[config.mk]
export PLATFORM = sky130hd
export DESIGN_NAME = lin_frame_bit_serializer_core
export DESIGN_NICKNAME = d
export VERILOG_FILES = /design/src/rtl/lfbs_pkg.sv /design/src/rtl/lin_frame_bit_serializer_core.sv /design/src/rtl/lfbs_encode.sv /design/src/rtl/lfbs_shifter.sv
export SDC_FILE = /design/constraint.sdc
export NUM_CORES = 1
export LEC_CHECK = 0
export ABC_CLOCK_PERIOD_IN_PS = 3750
export BUFFER_PORTS_ARGS = -buffer_cell sky130_fd_sc_hd__buf_2
export CELL_PAD_IN_SITES_DETAIL_PLACEMENT = 1
export CELL_PAD_IN_SITES_GLOBAL_PLACEMENT = 1
export CORE_MARGIN = 10
export CORE_UTILIZATION = 46
export CTS_BUF_LIST = sky130_fd_sc_hd__clkbuf_16
export DETAILED_ROUTE_END_ITERATION = 10
export PLACE_DENSITY = 0.78
export SLEW_MARGIN = 20
export SYNTH_ARGS = -nofsm -noshare
export SYNTH_HDL_FRONTEND = slang
export SYNTH_HIERARCHICAL = 1
export SYNTH_SLANG_ARGS = --single-unit
[constraint.sdc]
create_clock -name clk_i -period 3.75 [get_ports clk_i]
set_input_delay 0.375 -clock clk_i [delete_from_list [all_inputs] [get_ports clk_i]]
set_output_delay 0.375 -clock clk_i [all_outputs]
set_load 0.03 [all_outputs]
[src/rtl/lfbs_pkg.sv]
// ----------------------------------------------------------------------------
// lfbs_pkg
// Shared types, constants and helper functions for the LIN frame bit
// serialiser: command kinds, the loaded frame descriptor, parity and clamping.
// ----------------------------------------------------------------------------
`default_nettype none

package lfbs_pkg;

  // Command kinds carried on the input tuser
  typedef enum logic [1:0] {
    KIND_BREAK    = 2'd0,
    KIND_DATA     = 2'd1,
    KIND_IDENT    = 2'd2,
    KIND_CHECKSUM = 2'd3
  } kind_e;

  localparam int unsigned ByteW  = 8;
  localparam int unsigned ShiftW = ByteW + 1;  // start bit plus eight data bits
  localparam int unsigned CountW = 5;          // holds the longest break length

  localparam logic [CountW-1:0] BreakMin = CountW'(13);
  localparam logic [CountW-1:0] BreakMax = CountW'(26);
  localparam logic [CountW-1:0] ByteCnt  = CountW'(ShiftW);
  localparam logic [ByteW-1:0]  IdMask   = 8'h3F;
  localparam logic [ByteW-1:0]  ByteMask = 8'hFF;

  // Frame handed from the encoder to the shifter.
  // bits: periods sent before the final one, LSB first (zeros fill in).
  // cnt:  number of periods before the final recessive period.
  typedef struct packed {
    logic [ShiftW-1:0] bits;
    logic [CountW-1:0] cnt;
  } frame_t;

  // Build the protected identifier: P0 in bit 6, inverted P1 in bit 7
  function automatic logic [ByteW-1:0] protect_id(input logic [ByteW-1:0] v);
    logic [ByteW-1:0] id;
    logic             p0;
    logic             p1;
    id = v & IdMask;
    p0 = id[0] ^ id[1] ^ id[2] ^ id[4];
    p1 = ~(id[1] ^ id[3] ^ id[4] ^ id[5]);
    return {p1, p0, id[5:0]};
  endfunction

  // Hold the break length inside its legal range
  function automatic logic [CountW-1:0] clamp_break(input logic [CountW-1:0] b);
    logic [CountW-1:0] r;
    r = b;
    if (b < BreakMin) r = BreakMin;
    if (b > BreakMax) r = BreakMax;
    return r;
  endfunction

endpackage

`default_nettype wire

[src/rtl/lin_frame_bit_serializer_core.sv]
// ----------------------------------------------------------------------------
// lin_frame_bit_serializer_core
// LIN master frame transmitter: break, data, protected identifier and
// checksum commands in, one TX line level per bit period out.
// ----------------------------------------------------------------------------
// Usage:
//   Commands enter on the s_axis group: tuser holds the kind, tdata the byte.
//   Line levels leave on the m_axis group, one item per bit period; tlast
//   marks the final period of each command.
//   A data, identifier or checksum command gives ten items; a break gives
//   break_bits (held to 13..26) dominant items plus one recessive delimiter.
//   The cfg channel writes break_bits; it is always ready.
// Flow:
//   A command is registered in the input register, encoded and loaded into
//   the shifter, which presents its first item once the shifter is free.
//   The shifter sends one item per cycle while m_axis_tready is high; the
//   next command waits in the input register and follows without a gap.
// Reset: checksum cleared, break_bits set to 13, both channels empty.
// Stall: with m_axis_tready low the current item holds, and once the input
//   register is full s_axis_tready drops.
// ----------------------------------------------------------------------------
`default_nettype none

module lin_frame_bit_serializer_core
  import lfbs_pkg::*;
(
  input  wire logic              clk_i,
  input  wire logic              rst_ni,
  // configuration write
  input  wire logic              cfg_valid_i,
  output logic                   cfg_ready_o,
  input  wire logic [CountW-1:0] cfg_data_i,      // [4:0] break_bits
  // command input
  input  wire logic              s_axis_tvalid_i,
  output logic                   s_axis_tready_o,
  input  wire logic [7:0]        s_axis_tdata_i,  // [7:0] value
  input  wire logic [1:0]        s_axis_tuser_i,  // [1:0] kind
  // line level output
  output logic                   m_axis_tvalid_o,
  input  wire logic              m_axis_tready_i,
  output logic [7:0]             m_axis_tdata_o,  // [0] tx_level, [7:1] zero
  output logic                   m_axis_tlast_o
);

  logic              in_valid_q;
  kind_e             kind_q;
  logic [ByteW-1:0]  value_q;
  logic [CountW-1:0] break_bits_q;
  logic              take;
  logic              level;
  frame_t            frame;

  assign cfg_ready_o     = 1'b1;
  assign s_axis_tready_o = ~in_valid_q | take;
  assign m_axis_tdata_o  = {7'd0, level};

  // Hold the break length register
  always_ff @(posedge clk_i or negedge rst_ni) begin
    if (!rst_ni) begin
      break_bits_q <= BreakMin;
    end else if (cfg_valid_i) begin
      break_bits_q <= cfg_data_i;
    end
  end

  // Input register: fill on accept, drop when the shifter takes it
  always_ff @(posedge clk_i or negedge rst_ni) begin
    if (!rst_ni) begin
      in_valid_q <= 1'b0;
    end else if (s_axis_tvalid_i && s_axis_tready_o) begin
      in_valid_q <= 1'b1;
    end else if (take) begin
      in_valid_q <= 1'b0;
    end
  end

  always_ff @(posedge clk_i) begin
    if (s_axis_tvalid_i && s_axis_tready_o) begin
      kind_q  <= kind_e'(s_axis_tuser_i);
      value_q <= s_axis_tdata_i;
    end
  end

  lfbs_encode u_encode (
    .clk_i        (clk_i),
    .rst_ni       (rst_ni),
    .kind_i       (kind_q),
    .value_i      (value_q),
    .break_bits_i (break_bits_q),
    .load_i       (take),
    .frame_o      (frame)
  );

  lfbs_shifter u_shifter (
    .clk_i         (clk_i),
    .rst_ni        (rst_ni),
    .frame_i       (frame),
    .frame_valid_i (in_valid_q),
    .frame_take_o  (take),
    .out_valid_o   (m_axis_tvalid_o),
    .out_level_o   (level),
    .out_last_o    (m_axis_tlast_o),
    .out_ready_i   (m_axis_tready_i)
  );

endmodule

`default_nettype wire

[src/rtl/lfbs_encode.sv]
// ----------------------------------------------------------------------------
// lfbs_encode
// Turns a registered command into a frame descriptor and keeps the running
// LIN classic checksum, updated when the frame is handed to the shifter.
// ----------------------------------------------------------------------------
`default_nettype none

module lfbs_encode
  import lfbs_pkg::*;
(
  input  wire logic              clk_i,
  input  wire logic              rst_ni,
  input  wire kind_e             kind_i,
  input  wire logic [ByteW-1:0]  value_i,
  input  wire logic [CountW-1:0] break_bits_i,
  input  wire logic              load_i,
  output frame_t                 frame_o
);

  logic [ByteW-1:0] sum_q, sum_d;
  logic [ByteW:0]   add_wide;
  logic [ByteW-1:0] add_wrap;
  logic [ByteW-1:0] byte_sel;

  // Add with end-around carry
  assign add_wide = {1'b0, sum_q} + {1'b0, value_i};
  assign add_wrap = add_wide[ByteW-1:0] + {{(ByteW-1){1'b0}}, add_wide[ByteW]};

  // Pick the byte and build the frame
  always_comb begin
    byte_sel = value_i;
    sum_d    = sum_q;
    case (kind_i)
      KIND_BREAK: begin
        byte_sel = '0;
        sum_d    = '0;
      end
      KIND_DATA: begin
        byte_sel = value_i;
        sum_d    = add_wrap;
      end
      KIND_IDENT: begin
        byte_sel = protect_id(value_i);
      end
      KIND_CHECKSUM: begin
        byte_sel = ~sum_q & ByteMask;
      end
      default: begin
        byte_sel = value_i;
      end
    endcase

    if (kind_i == KIND_BREAK) begin
      frame_o.bits = '0;
      frame_o.cnt  = clamp_break(break_bits_i);
    end else begin
      frame_o.bits = {byte_sel, 1'b0};
      frame_o.cnt  = ByteCnt;
    end
  end

  // Hold the checksum; advance it only when the frame is taken
  always_ff @(posedge clk_i or negedge rst_ni) begin
    if (!rst_ni) begin
      sum_q <= '0;
    end else if (load_i) begin
      sum_q <= sum_d;
    end
  end

endmodule

`default_nettype wire

[src/rtl/lfbs_shifter.sv]
// ----------------------------------------------------------------------------
// lfbs_shifter
// Result register and bit shifter: presents one line level per bit period
// and flags the final period of each frame.
// ----------------------------------------------------------------------------
`default_nettype none

module lfbs_shifter
  import lfbs_pkg::*;
(
  input  wire logic   clk_i,
  input  wire logic   rst_ni,
  input  wire frame_t frame_i,
  input  wire logic   frame_valid_i,
  output logic        frame_take_o,
  output logic        out_valid_o,
  output logic        out_level_o,
  output logic        out_last_o,
  input  wire logic   out_ready_i
);

  logic              active_q, active_d;
  logic [ShiftW-1:0] bits_q, bits_d;
  logic [CountW-1:0] cnt_q, cnt_d;
  logic              final_bit;

  assign final_bit    = (cnt_q == '0);
  assign out_valid_o  = active_q;
  assign out_last_o   = final_bit;
  assign out_level_o  = final_bit | bits_q[0];
  assign frame_take_o = frame_valid_i & (~active_q | (out_ready_i & final_bit));

  // Load a new frame, advance on each taken item, or hold
  always_comb begin
    active_d = active_q;
    bits_d   = bits_q;
    cnt_d    = cnt_q;
    if (frame_take_o) begin
      active_d = 1'b1;
      bits_d   = frame_i.bits;
      cnt_d    = frame_i.cnt;
    end else if (active_q && out_ready_i) begin
      if (final_bit) begin
        active_d = 1'b0;
      end else begin
        bits_d = {1'b0, bits_q[ShiftW-1:1]};
        cnt_d  = cnt_q - CountW'(1);
      end
    end
  end

  always_ff @(posedge clk_i or negedge rst_ni) begin
    if (!rst_ni) begin
      active_q <= 1'b0;
    end else begin
      active_q <= active_d;
    end
  end

  always_ff @(posedge clk_i) begin
    bits_q <= bits_d;
    cnt_q  <= cnt_d;
  end

endmodule

`default_nettype wire
# --- Yosys cells after proc, flatten, opt, wreduce, memory -nomap -nowiden ---
# Index checks and enable logic that the tools add are counted.
classes:
  n_addsub: 3
  n_lt_le_gt_ge: 2
  n_eq_ne: 4
  mux: 16
  bitwise_logic: 15
  reduce_logical: 11
op_table:
  columns: ["op", "n"]
  rows:
  - ["$mux 9", 3]
  - ["$mux 5", 5]
  - ["$pmux 8 s3", 1]
  - ["$pmux 8 s2", 1]
  - ["$mux 14", 1]
  - ["$add 8x8->9", 1]
  - ["$add 8x1->8", 1]
  - ["$not 8->8", 1]
  - ["$reduce_bool 2->1", 4]
  - ["$reduce_and 2->1", 3]
  - ["$xor 1x1->1", 6]
  - ["$gt 5x5->1 const B", 1]
  - ["$logic_not 5->1", 1]
  - ["$lt 5x4->1 const B", 1]
  - ["$mux 1", 5]
  - ["$sub 5x1->5 const B", 1]
  - ["$eq 2x2->1 const B", 2]
  - ["$not 1->1", 3]
  - ["$or 1x1->1", 3]
  - ["$and 1x1->1", 2]
  - ["$eq 2x1->1 const B", 1]
  - ["$logic_and 1x1->1", 2]
  - ["$logic_not 2->1", 1]
  - ["$ne 2x2->1 const B", 1]
word_totals:
  register_bits: 39

# --- Logic depth before layout (Yosys ltp) ---
logic_depth:
  word_depth: 7
  depth_mapped: 15
  depth_no_buf: 15

# --- Hierarchy ---
# Netlist, hierarchy kept.
modules_own_cells:
  columns: ["mod", "instances", "cells_each", "area_per_inst_um2", "seq_area_each_um2"]
  rows:
  - ["lfbs_encode", 1, 160, 1151.1, 200.2]
  - ["lfbs_shifter", 1, 49, 793.3, 445.4]
  - ["lin_frame_bit_serializer_core", 1, 35, 604.3, 454.2]

# --- Least setup slack after synthesis ---
# No wires, ideal clock.
synth_path:
  path_type: "flip-flop to flip-flop"
  from: "register value_q[0]"
  to: "register u_encode.sum_q[5]"
  setup_ns: 0.069
  t_arrival_ns: 3.094
  t_required_ns: 3.681
  setup_slack_ns: 0.587
  path_stages_with_launch: 14
  path_buffers: 0
  synth_period_minus_slack_ns: 3.163
  cell_sequence: "edfxtp_1 ha_1 fa_1 a211oi_2 nor2_1 or3_1 nor2b_1 o21ai_0 nand2b_1 ha_1 and3_2 a311o_1 a21oi_1 nand3b_1"
synth_via:
  elab_chain_cells: 3
synth_rtl:
  columns: ["element", "line", "text"]
  rows:
  - ["start, declared", "lin_frame_bit_serializer_core.sv:47", "logic [ByteW-1:0] value_q;"]
  - ["start signal, assigned", "lin_frame_bit_serializer_core.sv:80", "value_q <= s_axis_tdata_i;"]
  - ["$add 8x8->9", "lfbs_encode.sv:26", "assign add_wide = {1'b0, sum_q} + {1'b0, value_i};"]
  - ["$add 8x1->8", "lfbs_encode.sv:27", "assign add_wrap = add_wide[ByteW-1:0] + {{(ByteW-1){1'b0}}, add_wide[ByteW]};"]
  - ["$pmux 8 s2", "lfbs_encode.sv:33", "case (kind_i)"]
  - ["end signal, assigned", "lfbs_encode.sv:67", "sum_q <= sum_d;"]
  - ["end, declared", "lfbs_encode.sv:20", "logic [ByteW-1:0] sum_q, sum_d;"]
# No other way between the ends.
# A chain may end at the register's enable or synchronous reset.

# --- Worst setup path after layout ---
# Same ends and word-level chain as after synthesis.

==> flow_metrics.tcl <==
set metrics [dict create \
    result_of_the_run "completed" \
    synthesis.instances 244 \
    headroom_to_the_max_slew_limit_pct 53.30 \
    dpl_worst_slack_ns 0.2998 \
    cp_num_buf_inv 0 \
    clock_skew_ns 0.004944 \
    finish.utilization_pct 51.97 \
    worst_slew_pin_slew_ns 0.7006 \
    crit_chain "ha_1, fa_1, a211oi_4, nor2_1, or3_1, nor2b_1, o21ai_0, nand2b_1, ha_1, and3_2, a311o_1, a21oi_1, nand3b_1" \
    maximum_fanout_along_the_worst_path 5 \
    path_class "reg2reg" \
    clock-root-buffer "clkbuf_16" \
    cts.reportedPaths.clkPinSlew_ns 0.06 \
    worstPathRequired_ns 3.96 \
    dpl.cell_count 328 \
    detailedRoute.firstIterationViolations 88 \
    chipHeight_um 94.44 \
    fin_crit_sh_pct 91.07 \
    design.final.nets 295 \
    critical-path-slowest-cell "fa_1" \
    vias_in_the_first_global_route 2063 \
    grt_pass1_wl_um 10190 \
    cts.sink_count 39 \
    synth_warnings 6 \
    endpoint "u_encode/sum_q[5]" \
    crit-reg2reg-capture "u_encode/sum_q[5]" \
    wl_per_cell_um 17.95 \
    detail_route.drc_violations 0 \
    synthesis.area_sq_um 2549 \
    worst_path_depth 13 \
    cts_max_level 2 \
    cellPowerDensity_nw_per_um2 486.7 \
    sum_of_overflow_across_all_layers_after_global_routing 0 \
    synth_top_flop_cell "edfxtp_1" \
    post-dp-hpwl_um 4566 \
    cts_tree "done" \
    leakagePower_nw 1.165 \
    drt_antenna_net_count 0 \
    synth.area.top_cells "edfxtp_1 (28%), dfrtp_1 (12%), ha_1 (5.4%)" \
    critPathLaunch "value_q[0]" \
    floorplan.die_area_sq_um 8918 \
    cts-root-to-sink-buffers 2 \
    cp_startpoint_kind "flip-flop" \
    via_count 1898 \
    die_width_um 94.44 \
    grt_start_max_net_pins 22 \
    synth_seq_area_share_pct 43.15 \
    critical-path-top-delay-family "compound AO/OA/AOI/OAI gates" \
    ys_types 53 \
    diodes 0 \
    ys_async_sr_fraction_pct 38.46 \
    highest_layer "met4" \
    synth-edff-count 24 \
    r2r-start "value_q[0]" \
    vdd.ir_drop.worst_v 0.0003641 \
    synth.ff_latch_count 39 \
    synth_top_cell_area_share_pct 28.28 \
    groute.usage.overall_pct 14.36 \
    syn_avg_cell_area_sq_um 10.45 \
    unrepaired_setup_endpoints_after_global_routing "no" \
    critPathCaptureType "flip-flop" \
    hold-worst-slack_ns 0.01543 \
    final_cell_count_no_fill 336 \
    clk-insertion-delay-late_ns 0.28 \
    mostFrequentLayoutCells "nand2_1 (33), o21ai_0 (25), edfxtp_1 (24)" \
    share_of_cells_above_drive_strength_1_pct 22.73 \
    tritoncts.num_buffers 5 \
    setup_total_negative_slack_ns 0 \
    place.port_buffers 23 \
    areaGrowthSynthToFinish_pct 10.90 \
    globalplace.congestion 0.8500 \
    ctsHoldBuffers 0 \
    hold_viol 0 \
    ff2ff_path_depth 13 \
    cp_data_arrival_time_ns 3.63 \
    critical_path.max_stage_delay_ns 0.47 \
    hold_path_class "in2async" \
    floorplan.rows 27 \
    floorplan.initialDensity_pct 46.86 \
    routed_wirelength_um 6030 \
    route.met2.wl_um 2917 \
    critPathMostFrequentCell "ha_1" \
    io_pins 32 \
    timing_max_transition_violations_final 0 \
    period_needed_ns 3.415 \
    wl_met3_um 266 \
    detail_route.first_pass.iterations 4 \
    met1_length_um 2783 \
    reg2reg_slack_ns 0.33 \
    standard_cell_core_area_sq_um 5439 \
    avgViaCountPerCell 5.649 \
    cap_viol_max_count 0 \
    final_critical_path_setup_slack_ns 0.3347 \
    report.final.setup_viol 0 \
    synth.largest_area_cell "edfxtp_1" \
    antenna_found_initial 0 \
    max_clock_freq_mhz 292.8 \
    mostFrequentLayoutCell "nand2_1" \
    postCtsSetupBuffers 0 \
]
cell type report:
type                            count  area [sq um]
Clock buffer                        5         125.1
Tap cell                           72         90.09
Sequential cell                    39          1100
Clock inverter                      3         38.79
Multi-Input combinational cell    183          1313
Timing Repair Buffer               24         122.6
Fill cell                         620          2613
Inverter                           10         37.54
kinds of logic after synthesis:
logic type | share of synthesized area [%]
and+or+nand+nor | 15.27
AOI/OAI and AO/OA | 13.06
DFF | 43.15
buffers and inverters | 6.578
muxes | 10.16
xor gates and xnor gates | 5.155
adders and majority gates | 6.186
other | 0.4418
stage by stage:
stage	instance area, sq um	total power [W]
after floorplan	2571	0.0008200
after global placement	2654	0.0008874
after detailed placement	2654	0.0009004
after CTS	2818	0.001379
after global routing	2826	0.001456
final	2826	0.001376
registers in the layout, summed over array words and instances (netlist names):
register / cells
in_valid_q: 1
u_shifter/out_valid_o: 1
kind_q: 2
u_shifter/bits_q: 9
break_bits_q: 5
u_encode/sum_q: 8
value_q: 8
u_shifter/cnt_q: 5
cell usage after synthesis, types with 4 or more instances:
| cell | n |
|---|---|
| nor2b_1 | 4 |
| nor2_1 | 6 |
| clkbuf_1 | 5 |
| nor3_1 | 5 |
| buf_4 | 10 |
| inv_1 | 10 |
| o211ai_1 | 4 |
| xor2_1 | 6 |
| dfrtp_1 | 12 |
| nand2_1 | 33 |
| xnor2_1 | 9 |
| mux2_2 | 11 |
| nand3_1 | 6 |
| ha_1 | 11 |
| a21oi_1 | 4 |
| o21ai_0 | 25 |
| nand2b_1 | 4 |
| mux2_4 | 7 |
| edfxtp_1 | 24 |
report_power, final:
part | total, W | switching, W | internal, W
Sequential | 0.000549 | 0.0000413 | 0.000508
Combinational | 0.000353 | 0.000200 | 0.000154
Clock | 0.000473 | 0.000163 | 0.000310
Total | 0.00138 | 0.000404 | 0.000971
layer usage:
| layer | vias up | track usage, % |
|---|---|---|
| li1 | 897 | - |
| met2 | 41 | 23.23 |
| met3 | 7 | 3.807 |
| met4 | 0 | 4.430 |
| met1 | 953 | 18.26 |
| met5 | - | 0 |
how the worst min path moves through the flow:
stage	start	end	depth (start not counted)
2_1_floorplan	rst_ni	break_bits_q[1]	0
3_3_place_gp	rst_ni	in_valid_q	1
5_1_grt	rst_ni	break_bits_q[4]	1
4_1_cts	rst_ni	u_shifter/out_valid_o	1
3_5_place_dp	rst_ni	u_shifter/out_valid_o	1
6_report	rst_ni	u_shifter/out_valid_o	1
what timing repair did:
item,CTS,global route
endpoints found under the setup margin,0,2
endpoints found under the hold margin,0,0
gates resized for setup,0,2
worst register-to-register path: cells and delay by family, from the launching register on:
family,cells,cell delay [ns]
AOI/OAI and AO/OA,4,0.98
adders and majority gates,3,0.97
and+or+nand+nor,6,0.96
DFF,1,0.44
(Power assumes the default switching activity.)
